<file path="src/hw/rtl/stb_pkg.sv">
// Package for the soft timer bank: slot record, action codes, op and status structs.
// No dependencies; used by every module of the block.
package stb_pkg;

   localparam int NUM_TIMERS_DEF = 16;
   localparam int SLOT_W         = 4;
   localparam int TIME_W         = 32;
   localparam int ACTION_W       = 3;

   typedef enum logic [ACTION_W-1:0] {
      ACT_REGISTER = 3'd0,
      ACT_RELEASE  = 3'd1,
      ACT_START    = 3'd2,
      ACT_QUERY    = 3'd3,
      ACT_SCAN     = 3'd4
   } action_type;

   // one timer slot as it travels round the ring
   typedef struct packed {
      logic              in_use;
      logic              running;
      logic              expired;
      logic [TIME_W-1:0] stamp;
      logic [TIME_W-1:0] tmo;
   } entry_type;

   // item latched at accept, handed to the head unit
   typedef struct packed {
      action_type        action;
      logic [SLOT_W-1:0] slot;
      logic [TIME_W-1:0] period;
      logic [TIME_W-1:0] now;
   } op_type;

   // what the head unit reports for the slot passing it this cycle
   typedef struct packed {
      logic claim;
      logic drop;
      logic flag;
   } head_stat_type;

endpackage

</file>
<file path="src/hw/rtl/stb_cell.sv">
// One ring cell of the soft timer bank: holds one slot record, passes it on when shifting.
// Depends on stb_pkg.
module stb_cell
   import stb_pkg::*;
(
   input  logic      clock,
   input  logic      reset,
   input  logic      shift,
   input  entry_type entry_i,
   output entry_type entry_o
);

   entry_type entry_ff;
   entry_type entry_in;

   always_comb begin
      entry_in = shift ? entry_i : entry_ff;
   end

   always_ff @(posedge clock) begin
      if (reset) begin
         entry_ff <= '0;
      end else begin
         entry_ff <= entry_in;
      end
   end

   assign entry_o = entry_ff;

endmodule

</file>
<file path="src/hw/rtl/stb_head.sv">
// Head unit of the soft timer bank: applies the current action to the slot at the ring head.
// Depends on stb_pkg.
module stb_head
   import stb_pkg::*;
#(
   parameter int IDX_W = 4
) (
   input  entry_type     entry_i,
   input  op_type        op_i,
   input  logic [IDX_W-1:0] step_i,
   input  logic          claimed_i,
   output entry_type     entry_o,
   output head_stat_type stat_o
);

   localparam int CMP_W = (IDX_W > SLOT_W) ? IDX_W : SLOT_W;

   logic              hit;
   logic [TIME_W-1:0] age;

   assign hit = (CMP_W'(step_i) == CMP_W'(op_i.slot));
   // wraps modulo 2^32
   assign age = op_i.now - entry_i.stamp;

   always_comb begin
      entry_o = entry_i;
      stat_o  = '0;
      case (op_i.action)
         ACT_REGISTER: begin
            if (!claimed_i && !entry_i.in_use) begin
               entry_o.in_use = 1'b1;
               stat_o.claim   = 1'b1;
            end
         end
         ACT_RELEASE: begin
            if (hit) begin
               stat_o.drop = entry_i.in_use;
               entry_o     = '0;
            end
         end
         ACT_START: begin
            if (hit) begin
               entry_o.stamp   = op_i.now;
               entry_o.tmo     = op_i.period;
               entry_o.running = 1'b1;
               entry_o.expired = 1'b0;
            end
         end
         ACT_QUERY: begin
            if (hit) begin
               stat_o.flag = entry_i.expired;
            end
         end
         ACT_SCAN: begin
            if (entry_i.in_use && entry_i.running && (age > entry_i.tmo)) begin
               entry_o.expired = 1'b1;
               entry_o.running = 1'b0;
            end
         end
         default: begin
         end
      endcase
   end

endmodule

</file>
<file path="src/hw/rtl/soft_timer_bank_unit.sv">
// Soft timer bank top level: ring of slot cells, head unit, sequencing and result register.
// Depends on stb_pkg, stb_cell and stb_head.
//
//  channel | ports                                       | handshake
//  --------+---------------------------------------------+---------------------------
//  request | req_action req_slot req_period req_now      | start high, busy low
//  result  | rsp_slot_given rsp_success rsp_elapsed_flag | rsp_valid, one cycle only
//
// Every item is taken at the accept edge, then the ring shifts round once, one slot
// passing the head unit per shift. The result strobe is registered on the last
// shift and shows in the cycle after it.
// busy drops in the strobe cycle, so the next item can be accepted there.
// Synchronous reset clears every slot, the slot count and the sequencer at once.
// The receiver cannot stall: the result is shown for one cycle and then gone.
module soft_timer_bank_unit
   import stb_pkg::*;
#(
   parameter int NUM_TIMERS = NUM_TIMERS_DEF
) (
   input  logic                clock,
   input  logic                reset,
   input  logic                start,
   output logic                busy,
   input  logic [ACTION_W-1:0] req_action,
   input  logic [SLOT_W-1:0]   req_slot,
   input  logic [TIME_W-1:0]   req_period,
   input  logic [TIME_W-1:0]   req_now,
   output logic                rsp_valid,
   output logic [SLOT_W-1:0]   rsp_slot_given,
   output logic                rsp_success,
   output logic                rsp_elapsed_flag
);

   localparam int IDX_W = (NUM_TIMERS > 1) ? $clog2(NUM_TIMERS) : 1;
   localparam int CNT_W = $clog2(NUM_TIMERS + 1);

   // sequencer and item registers
   logic              busy_ff, busy_in;
   logic [IDX_W-1:0]  step_ff, step_in;
   op_type            op_ff, op_in;
   logic              slot_ok_ff, slot_ok_in;
   logic              found_ff, found_in;
   logic [SLOT_W-1:0] given_ff, given_in;
   logic              flag_ff, flag_in;
   logic [CNT_W-1:0]  used_count_ff, used_count_in;

   // result register
   logic              rsp_valid_ff, rsp_valid_in;
   logic [SLOT_W-1:0] rsp_given_ff, rsp_given_in;
   logic              rsp_success_ff, rsp_success_in;
   logic              rsp_flag_ff, rsp_flag_in;

   logic              accept;
   logic              last_step;
   entry_type         ring [NUM_TIMERS];
   entry_type         head_out;
   head_stat_type     stat;

   assign accept    = start && !busy_ff;
   assign last_step = (step_ff == IDX_W'(NUM_TIMERS - 1));

   // ring: cell k takes from cell k+1, the last cell takes the head's rewritten record
   for (genvar k = 0; k < NUM_TIMERS; k++) begin : g_ring
      entry_type feed;
      if (k == NUM_TIMERS - 1) begin : g_tail
         assign feed = head_out;
      end else begin : g_mid
         assign feed = ring[k+1];
      end
      stb_cell u_cell (
         .clock   (clock),
         .reset   (reset),
         .shift   (busy_ff),
         .entry_i (feed),
         .entry_o (ring[k])
      );
   end

   // cell 0 holds slot step_ff while busy
   stb_head #(
      .IDX_W (IDX_W)
   ) u_head (
      .entry_i   (ring[0]),
      .op_i      (op_ff),
      .step_i    (step_ff),
      .claimed_i (found_ff),
      .entry_o   (head_out),
      .stat_o    (stat)
   );

   // sequencing and per-item bookkeeping
   always_comb begin
      busy_in       = busy_ff;
      step_in       = step_ff;
      op_in         = op_ff;
      slot_ok_in    = slot_ok_ff;
      found_in      = found_ff;
      given_in      = given_ff;
      flag_in       = flag_ff;
      used_count_in = used_count_ff;
      if (accept) begin
         busy_in       = 1'b1;
         step_in       = '0;
         op_in.action  = action_type'(req_action);
         op_in.slot    = req_slot;
         op_in.period  = req_period;
         op_in.now     = req_now;
         slot_ok_in    = (32'(req_slot) < 32'(NUM_TIMERS));
         found_in      = 1'b0;
         given_in      = '0;
         flag_in       = 1'b0;
      end else if (busy_ff) begin
         step_in = last_step ? '0 : step_ff + 1'b1;
         busy_in = !last_step;
         if (stat.claim) begin
            found_in      = 1'b1;
            given_in      = SLOT_W'(step_ff);
            used_count_in = used_count_ff + 1'b1;
         end
         if (stat.drop && (used_count_ff != '0)) begin
            used_count_in = used_count_ff - 1'b1;
         end
         if (stat.flag) begin
            flag_in = 1'b1;
         end
      end
   end

   // result formed on the last shift, including what the head saw in that cycle
   always_comb begin
      rsp_valid_in   = busy_ff && last_step;
      rsp_given_in   = '0;
      rsp_success_in = 1'b0;
      rsp_flag_in    = 1'b0;
      case (op_ff.action)
         ACT_REGISTER: begin
            rsp_success_in = found_ff || stat.claim;
            rsp_given_in   = stat.claim ? SLOT_W'(step_ff) : given_ff;
         end
         ACT_RELEASE, ACT_START: begin
            rsp_success_in = slot_ok_ff;
         end
         ACT_QUERY: begin
            rsp_success_in = slot_ok_ff;
            rsp_flag_in    = flag_ff || stat.flag;
         end
         ACT_SCAN: begin
            rsp_success_in = 1'b1;
         end
         default: begin
         end
      endcase
   end

   always_ff @(posedge clock) begin
      if (reset) begin
         busy_ff       <= 1'b0;
         step_ff       <= '0;
         found_ff      <= 1'b0;
         used_count_ff <= '0;
         rsp_valid_ff  <= 1'b0;
      end else begin
         busy_ff       <= busy_in;
         step_ff       <= step_in;
         found_ff      <= found_in;
         used_count_ff <= used_count_in;
         rsp_valid_ff  <= rsp_valid_in;
      end
   end

   // payload, no reset needed
   always_ff @(posedge clock) begin
      op_ff          <= op_in;
      slot_ok_ff     <= slot_ok_in;
      given_ff       <= given_in;
      flag_ff        <= flag_in;
      rsp_given_ff   <= rsp_given_in;
      rsp_success_ff <= rsp_success_in;
      rsp_flag_ff    <= rsp_flag_in;
   end

   assign busy             = busy_ff;
   assign rsp_valid        = rsp_valid_ff;
   assign rsp_slot_given   = rsp_valid_ff ? rsp_given_ff : '0;
   assign rsp_success      = rsp_valid_ff ? rsp_success_ff : 1'b0;
   assign rsp_elapsed_flag = rsp_valid_ff ? rsp_flag_ff : 1'b0;

`ifndef ASSERT_OFF
   a_rsp_ends_busy: assert property (@(posedge clock) disable iff (reset)
      rsp_valid_ff |-> $fell(busy_ff))
      else $error("result strobe without end of ring pass");

   a_count_bound: assert property (@(posedge clock) disable iff (reset)
      used_count_ff <= CNT_W'(NUM_TIMERS))
      else $error("slot count above bank size");

   a_idle_step: assert property (@(posedge clock) disable iff (reset)
      !busy_ff |-> (step_ff == '0))
      else $error("ring position not home while idle");

   a_found_reg: assert property (@(posedge clock) disable iff (reset)
      (busy_ff && found_ff) |-> (op_ff.action == ACT_REGISTER))
      else $error("claim seen outside a register item");
`endif

endmodule

</file>
<file path="config.mk">
export PLATFORM = sky130hd
export DESIGN_NAME = soft_timer_bank_unit
export DESIGN_NICKNAME = d
export VERILOG_FILES = /design/src/hw/rtl/stb_pkg.sv /design/src/hw/rtl/stb_cell.sv /design/src/hw/rtl/stb_head.sv /design/src/hw/rtl/soft_timer_bank_unit.sv
export SDC_FILE = /design/constraint.sdc
export NUM_CORES = 2
export LEC_CHECK = 0
export ABC_AREA = 1
export BUFFER_PORTS_ARGS = -buffer_cell sky130_fd_sc_hd__buf_2
export CAP_MARGIN = 40
export CORE_MARGIN = 1
export CORE_UTILIZATION = 57
export DETAILED_ROUTE_END_ITERATION = 10
export PLACE_DENSITY = 0.76
export SETUP_SLACK_MARGIN = 0.4
export SYNTH_ARGS = -nofsm -noshare
export SYNTH_HDL_FRONTEND = slang
export SYNTH_HIERARCHICAL = 1
export SYNTH_SLANG_ARGS = --single-unit
</file>
<file path="constraint.sdc">
create_clock -name clock -period 4.3 [get_ports clock]
set_input_delay 0.86 -clock clock [delete_from_list [all_inputs] [get_ports clock]]
set_output_delay 0.86 -clock clock [all_outputs]
set_load 0.02 [all_outputs]
</file>
# --- Word-level counts from Yosys, hierarchy flattened ---
# Index checks and enable logic that the tools add are counted.
word_totals:
  regBits: 1161
  latch_bits: 0
  mem_bits_rw: 0
  romBits: 0
  in_bits: 74
  output_inout_bits: 8
  wordCells: 137
  n_memories: 0
classes:
  add_sub_neg: 2
  n_mul: 0
  div_mod_pow: 0
  magnitude_cmp: 1
  eq_ne: 6
  shifts: 0
  n_mux: 19
  n_bitwise: 0
  reduce_logical: 16
op_table:
  columns: ["cell", "count"]
  rows:
  - ["64-bit one-hot mux with 2 select lines", 1]
  - ["67-bit 2-to-1 mux", 1]
  - ["66-bit 2-to-1 mux", 1]
  - ["32-bit greater-than comparator", 1]
  - ["32-bit subtractor", 1]
  - ["4-bit 2-to-1 mux", 3]
  - ["1-bit 2-to-1 mux", 9]
  - ["3-bit by 2-bit == test with 1-bit output, second input constant", 2]
  - ["2-bit one-hot mux with 3 select lines", 1]
  - ["1-bit logical AND", 5]
  - ["4-bit by 1-bit adder with 4-bit output, second input constant", 1]
  - ["4-bit == test", 1]
  - ["4-bit == test, second input constant", 1]
  - ["1-bit logical NOT", 4]
  - ["1-bit one-hot mux with 2 select lines", 2]
  - ["2-bit AND reduction", 2]
  - ["4-bit OR reduction", 1]
  - ["3-bit by 1-bit == test with 1-bit output, second input constant", 1]
  - ["3-bit == test, second input constant", 1]
  - ["3-bit logical NOT", 1]
  - ["1-bit logical OR", 2]
  - ["2-bit 2-to-1 mux", 1]
  - ["2-bit OR reduction", 1]

# --- Depth between registers and ports, before layout ---
logic_depth:
  ltp_word: 6
  depth_mapped: 30
  depth_no_buf: 30

# --- Hierarchy ---
# The synthesis kept the hierarchy.
by_module_without_submodules:
  columns: ["module", "n_inst", "cells_each", "area_each_um2", "seq_area_each_um2"]
  rows:
  - ["stb_cell", 16, 425, 2757.6, 1341.3]
  - ["stb_head", 1, 729, 4061.4, 0.0]
  - ["soft_timer_bank_unit", 1, 177, 2897.8, 2492.4]

# --- Least setup slack after synthesis ---
# Ideal clock, no wire load.
synth_path:
  kind: "input to register"
  startpoint: "input port start"
  endpoint: "register op_ff[0] (netlist bit), enable pin"
  setup_time_ps: 503
  arrival_time_ps: 3895
  required_ps: 3797
  setup_slack_ps: -98
  path_stages: 2
  path_buffers: 0
  cell_sequence: "inv_1 nor2_1"
synth_via:
  elab_chain_len: 1
synth_lines:
  columns: ["element", "line", "source"]
  rows:
  - ["start, declared", "soft_timer_bank_unit.sv:22", "input logic start,"]
  - ["1-bit logical AND", "soft_timer_bank_unit.sv:59", "assign accept = start && !busy_ff;"]
  - ["net accept", "soft_timer_bank_unit.sv:53", "logic accept;"]
  - ["end signal, assigned", "soft_timer_bank_unit.sv:173", "op_ff <= op_in;"]
  - ["end, declared", "soft_timer_bank_unit.sv:40", "op_type op_ff, op_in;"]
# The timed path passes the listed nets, and every way through them passes these cells.
# A chain may end at the register's enable or synchronous reset.

==> results by group <==
Run status
  – Outcome: finished clean

Pwr
  – Combinational power share: ~15%
  – Switching pwr: approximately 7.3 mW
  – Pint: 19.16 mW
  – Net Sw Frac: between 20% and 30%
  – Leakage power: 25.32 nW
  – Clock power share: 38.7%
  – Max IR drop VDD: 339.5 uV
  – Seq pwr share: 46.3%
  – Cell area power density: between 400 and 500 nW/um^2

Critical path
  – CP top delay family: simple AND/OR/NAND/NOR gates
  – Worst-path cell chain: ha_1 > a21oi_1 > inv_1 > nor2_1 > o21bai_1 > a21oi_1 > nand2_1 > nand2_1 > nand2_1 > ha_1 > nand2_1 > nor2_1 > nand4_1 > a21oi_1 > nor2_1 > nand2_1 > nand2_1 > nand2_1 > nand2_1 > inv_1 > nand2_1 > nand2_1 > nor2_1
  – Flop2flop setup slack: around 760 ps
  – Crit start category: flop
  – CP endpoint kind: flop
  – Critical path buffer and inverter count: 2
  – Crit path kind: reg -> reg
  – CP Max Fanout: 4
  – Most used cell, CP: nand2_1
  – Data required, critical path: 4900 ps
  – Arr. time, crit path: 4140 ps
  – Critical path's slowest cell: edfxtp_1
  – Crit path largest cell delay: around 410 ps

Timing
  – Final Critical Period: between 3000 and 4000 ps
  – RSZ-0062 raised after global routing: false
  – Final hold slack: between 300 and 400 ps
  – Setup_tns: 0 ps
  – Final setup viols: 0
  – Fin crit share: between 80% and 90%
  – Skew final: 26.89 ps
  – Measured slew at the worst slew-check pin: 1036 ps
  – Relative slew slack: 30.92%
  – Final Max Slew Viols: 0
  – Fmax: 0.2823 GHz
  – Final Hold Fails: 0

Synthesis
  – Mapped Cells: 7,705
  – Synth Area per Inst: around 6.6 um^2
  – Yosys Warn Count: 6
  – Synth Cell Area: 51,080 um^2
  – Post-Syn Nets: 7,844

GRT
  – First-pass GRT wire length: 200,300 um
  – Vias in the first global route: roughly 38,000
  – Total track usage: approximately 28%
  – Remaining global-route overflow: 0
  – Largest net degree at the start of global routing: 259
  – Antenna violations before repair: 5

Floorplan
  – Starting utilization of the core area: just under 60%
  – Die ar.: 90,810 um^2
  – Row count: 109
  – Die width: 301.3 um
  – Die height: 301.3 um
  – Io pins: 82
  – Placeable Area: between 80,000 and 90,000 um^2

Clock tree
  – Clock latency on the worst-skew pair: ~700 ps
  – Longest Clk Path Bufs: 3
  – Clock Tree Root: clkbuf_16
  – Clock transition at path regs: 60 ps
  – Hold bufs inserted after CTS: 0
  – Clock sink count: 1,161
  – TritonCTS Buffers: approximately 110
  – TritonCTS clock tree: yes
  – H-tree lvl count: 3

Drt
  – Average wire per standard cell: 14.27 um
  – DRC: 0
  – Routed vias/inst: approximately 4.7
  – Vias: 41,710
  – Routed Antenna Nets: 0
  – DR pass1 iterations: 5
  – Final WL: 126,400 um
  – DRT iter0 DRCs: about 2,800

Place
  – Final Wtd Congestion: 0.9208
  – Hpwl dp: approximately 90,000 um
  – Port bufs: 81

Cells and area
  – Area grow syn2layout: 7.822%
  – Layout cells sized above 1: under 10%
  – NumNets Final: 7,733
  – Filler Cell Count: about 8,200

Flow run
  – Max cap viols: 0

Worst hold path
  – Worst Hold Class: in -> reg
## flip-flops by register name, indices dropped and copies added (netlist names)
signal                 cells
g_ring.u_cell/entry_o   1072
op_ff                     71
given_ff                   4
rsp_given_ff               4
step_ff                    4
busy                       1
flag_ff                    1
found_ff                   1
rsp_flag_ff                1
rsp_success_ff             1
rsp_valid                  1
## through the flow
| step | total power, mW | cells | utilization (%) | setup WS (ps) | cell area, um^2 |
|---|---|---|---|---|---|
| after CTS | 26.69 | 8855 | 62.19 | 808.0 | 55050 |
| after global routing | 27.83 | 8857 | 62.22 | 412.5 | 55070 |
| after floorplan | 15.53 | 7705 | - | 1140 | 51080 |
| after global placement | 16.36 | 8629 | 57.47 | 674.3 | 50870 |
| after detailed placement | 16.46 | 8642 | 57.79 | 818.5 | 51150 |
| final | 26.51 | 8858 | 62.22 | 757.2 | 55070 |
## area by class of cell
cell class,count,area [um^2],area share [%]
Clock inverter,44,496.7,0.9020
Timing Repair Buffer,146,1216,2.208
Multi-Input combinational cell,4937,19900,36.14
Inverter,1234,4634,8.415
Sequential cell,1161,23960,43.50
Clock buffer,169,3405,6.182
Antenna cell,2,5.005,0.009088
Tap cell,1165,1458,2.647
## power by group through the flow
stage	sequential (mW)	combinational, mW	clock (mW)
5_1_grt	12.4	4.58	10.9
3_5_place_dp	12.5	3.96	0
2_1_floorplan	12.3	3.18	0
3_3_place_gp	12.5	3.88	0
6_report	12.3	3.98	10.3
4_1_cts	12.3	3.99	10.4
## per-layer routing
layer,vias up,wire length (um),share of wire [%],global-route usage (%)
met5,-,13,0.010,0
met1,18820,58250,46,37.19
met2,739,59120,47,46.59
li1,21960,-,-,-
met3,189,5147,4.1,3.335
met4,2,3847,3.0,8.968
## repair_timing
action / 4_1_cts / 5_1_grt
setup endpoints to repair: 0 / 2
buffers inserted: 0 / 1
gates resized for setup: 0 / 2
## worst paths after layout
check,depth (start not counted),start,to
hold reg to reg,2,g_ring[11].u_cell/entry_o[31],g_ring[11].u_cell/entry_o[31]
setup / recovery,23,op_ff[16],g_ring[15].u_cell/entry_o[65]
setup reg to reg,23,op_ff[16],g_ring[15].u_cell/entry_o[65]
hold / removal,1,req_period[0],op_ff[32]
## cells in the final DEF, fill, tap and decap left out, types with 27 or more instances in the layout
cell type	count
inv_1	1206
ha_1	64
nand2_1	2312
o21ai_0	62
nor2_1	2211
o21ai_1	27
buf_4	41
edfxtp_1	71
nand3_1	95
a21oi_1	54
dfxtp_1	1089
clkbuf_16	118
buf_2	81
## worst register-to-register path: stages, from the launching register on
cell and delay (ps):
edfxtp_1 410, ha_1 390, a21oi_1 280, inv_1 70, nor2_1 330, o21bai_1 210, a21oi_1 250, nand2_1 80
nand2_1 50, nand2_1 70, ha_1 300, nand2_1 70, nor2_1 120, nand4_1 170, a21oi_1 150, nor2_1 50
nand2_1 80, nand2_1 60, nand2_1 60, nand2_1 40, inv_1 50, nand2_1 50, nand2_1 70, nor2_1 40
Note: power is estimated with default switching activity, not from simulation.
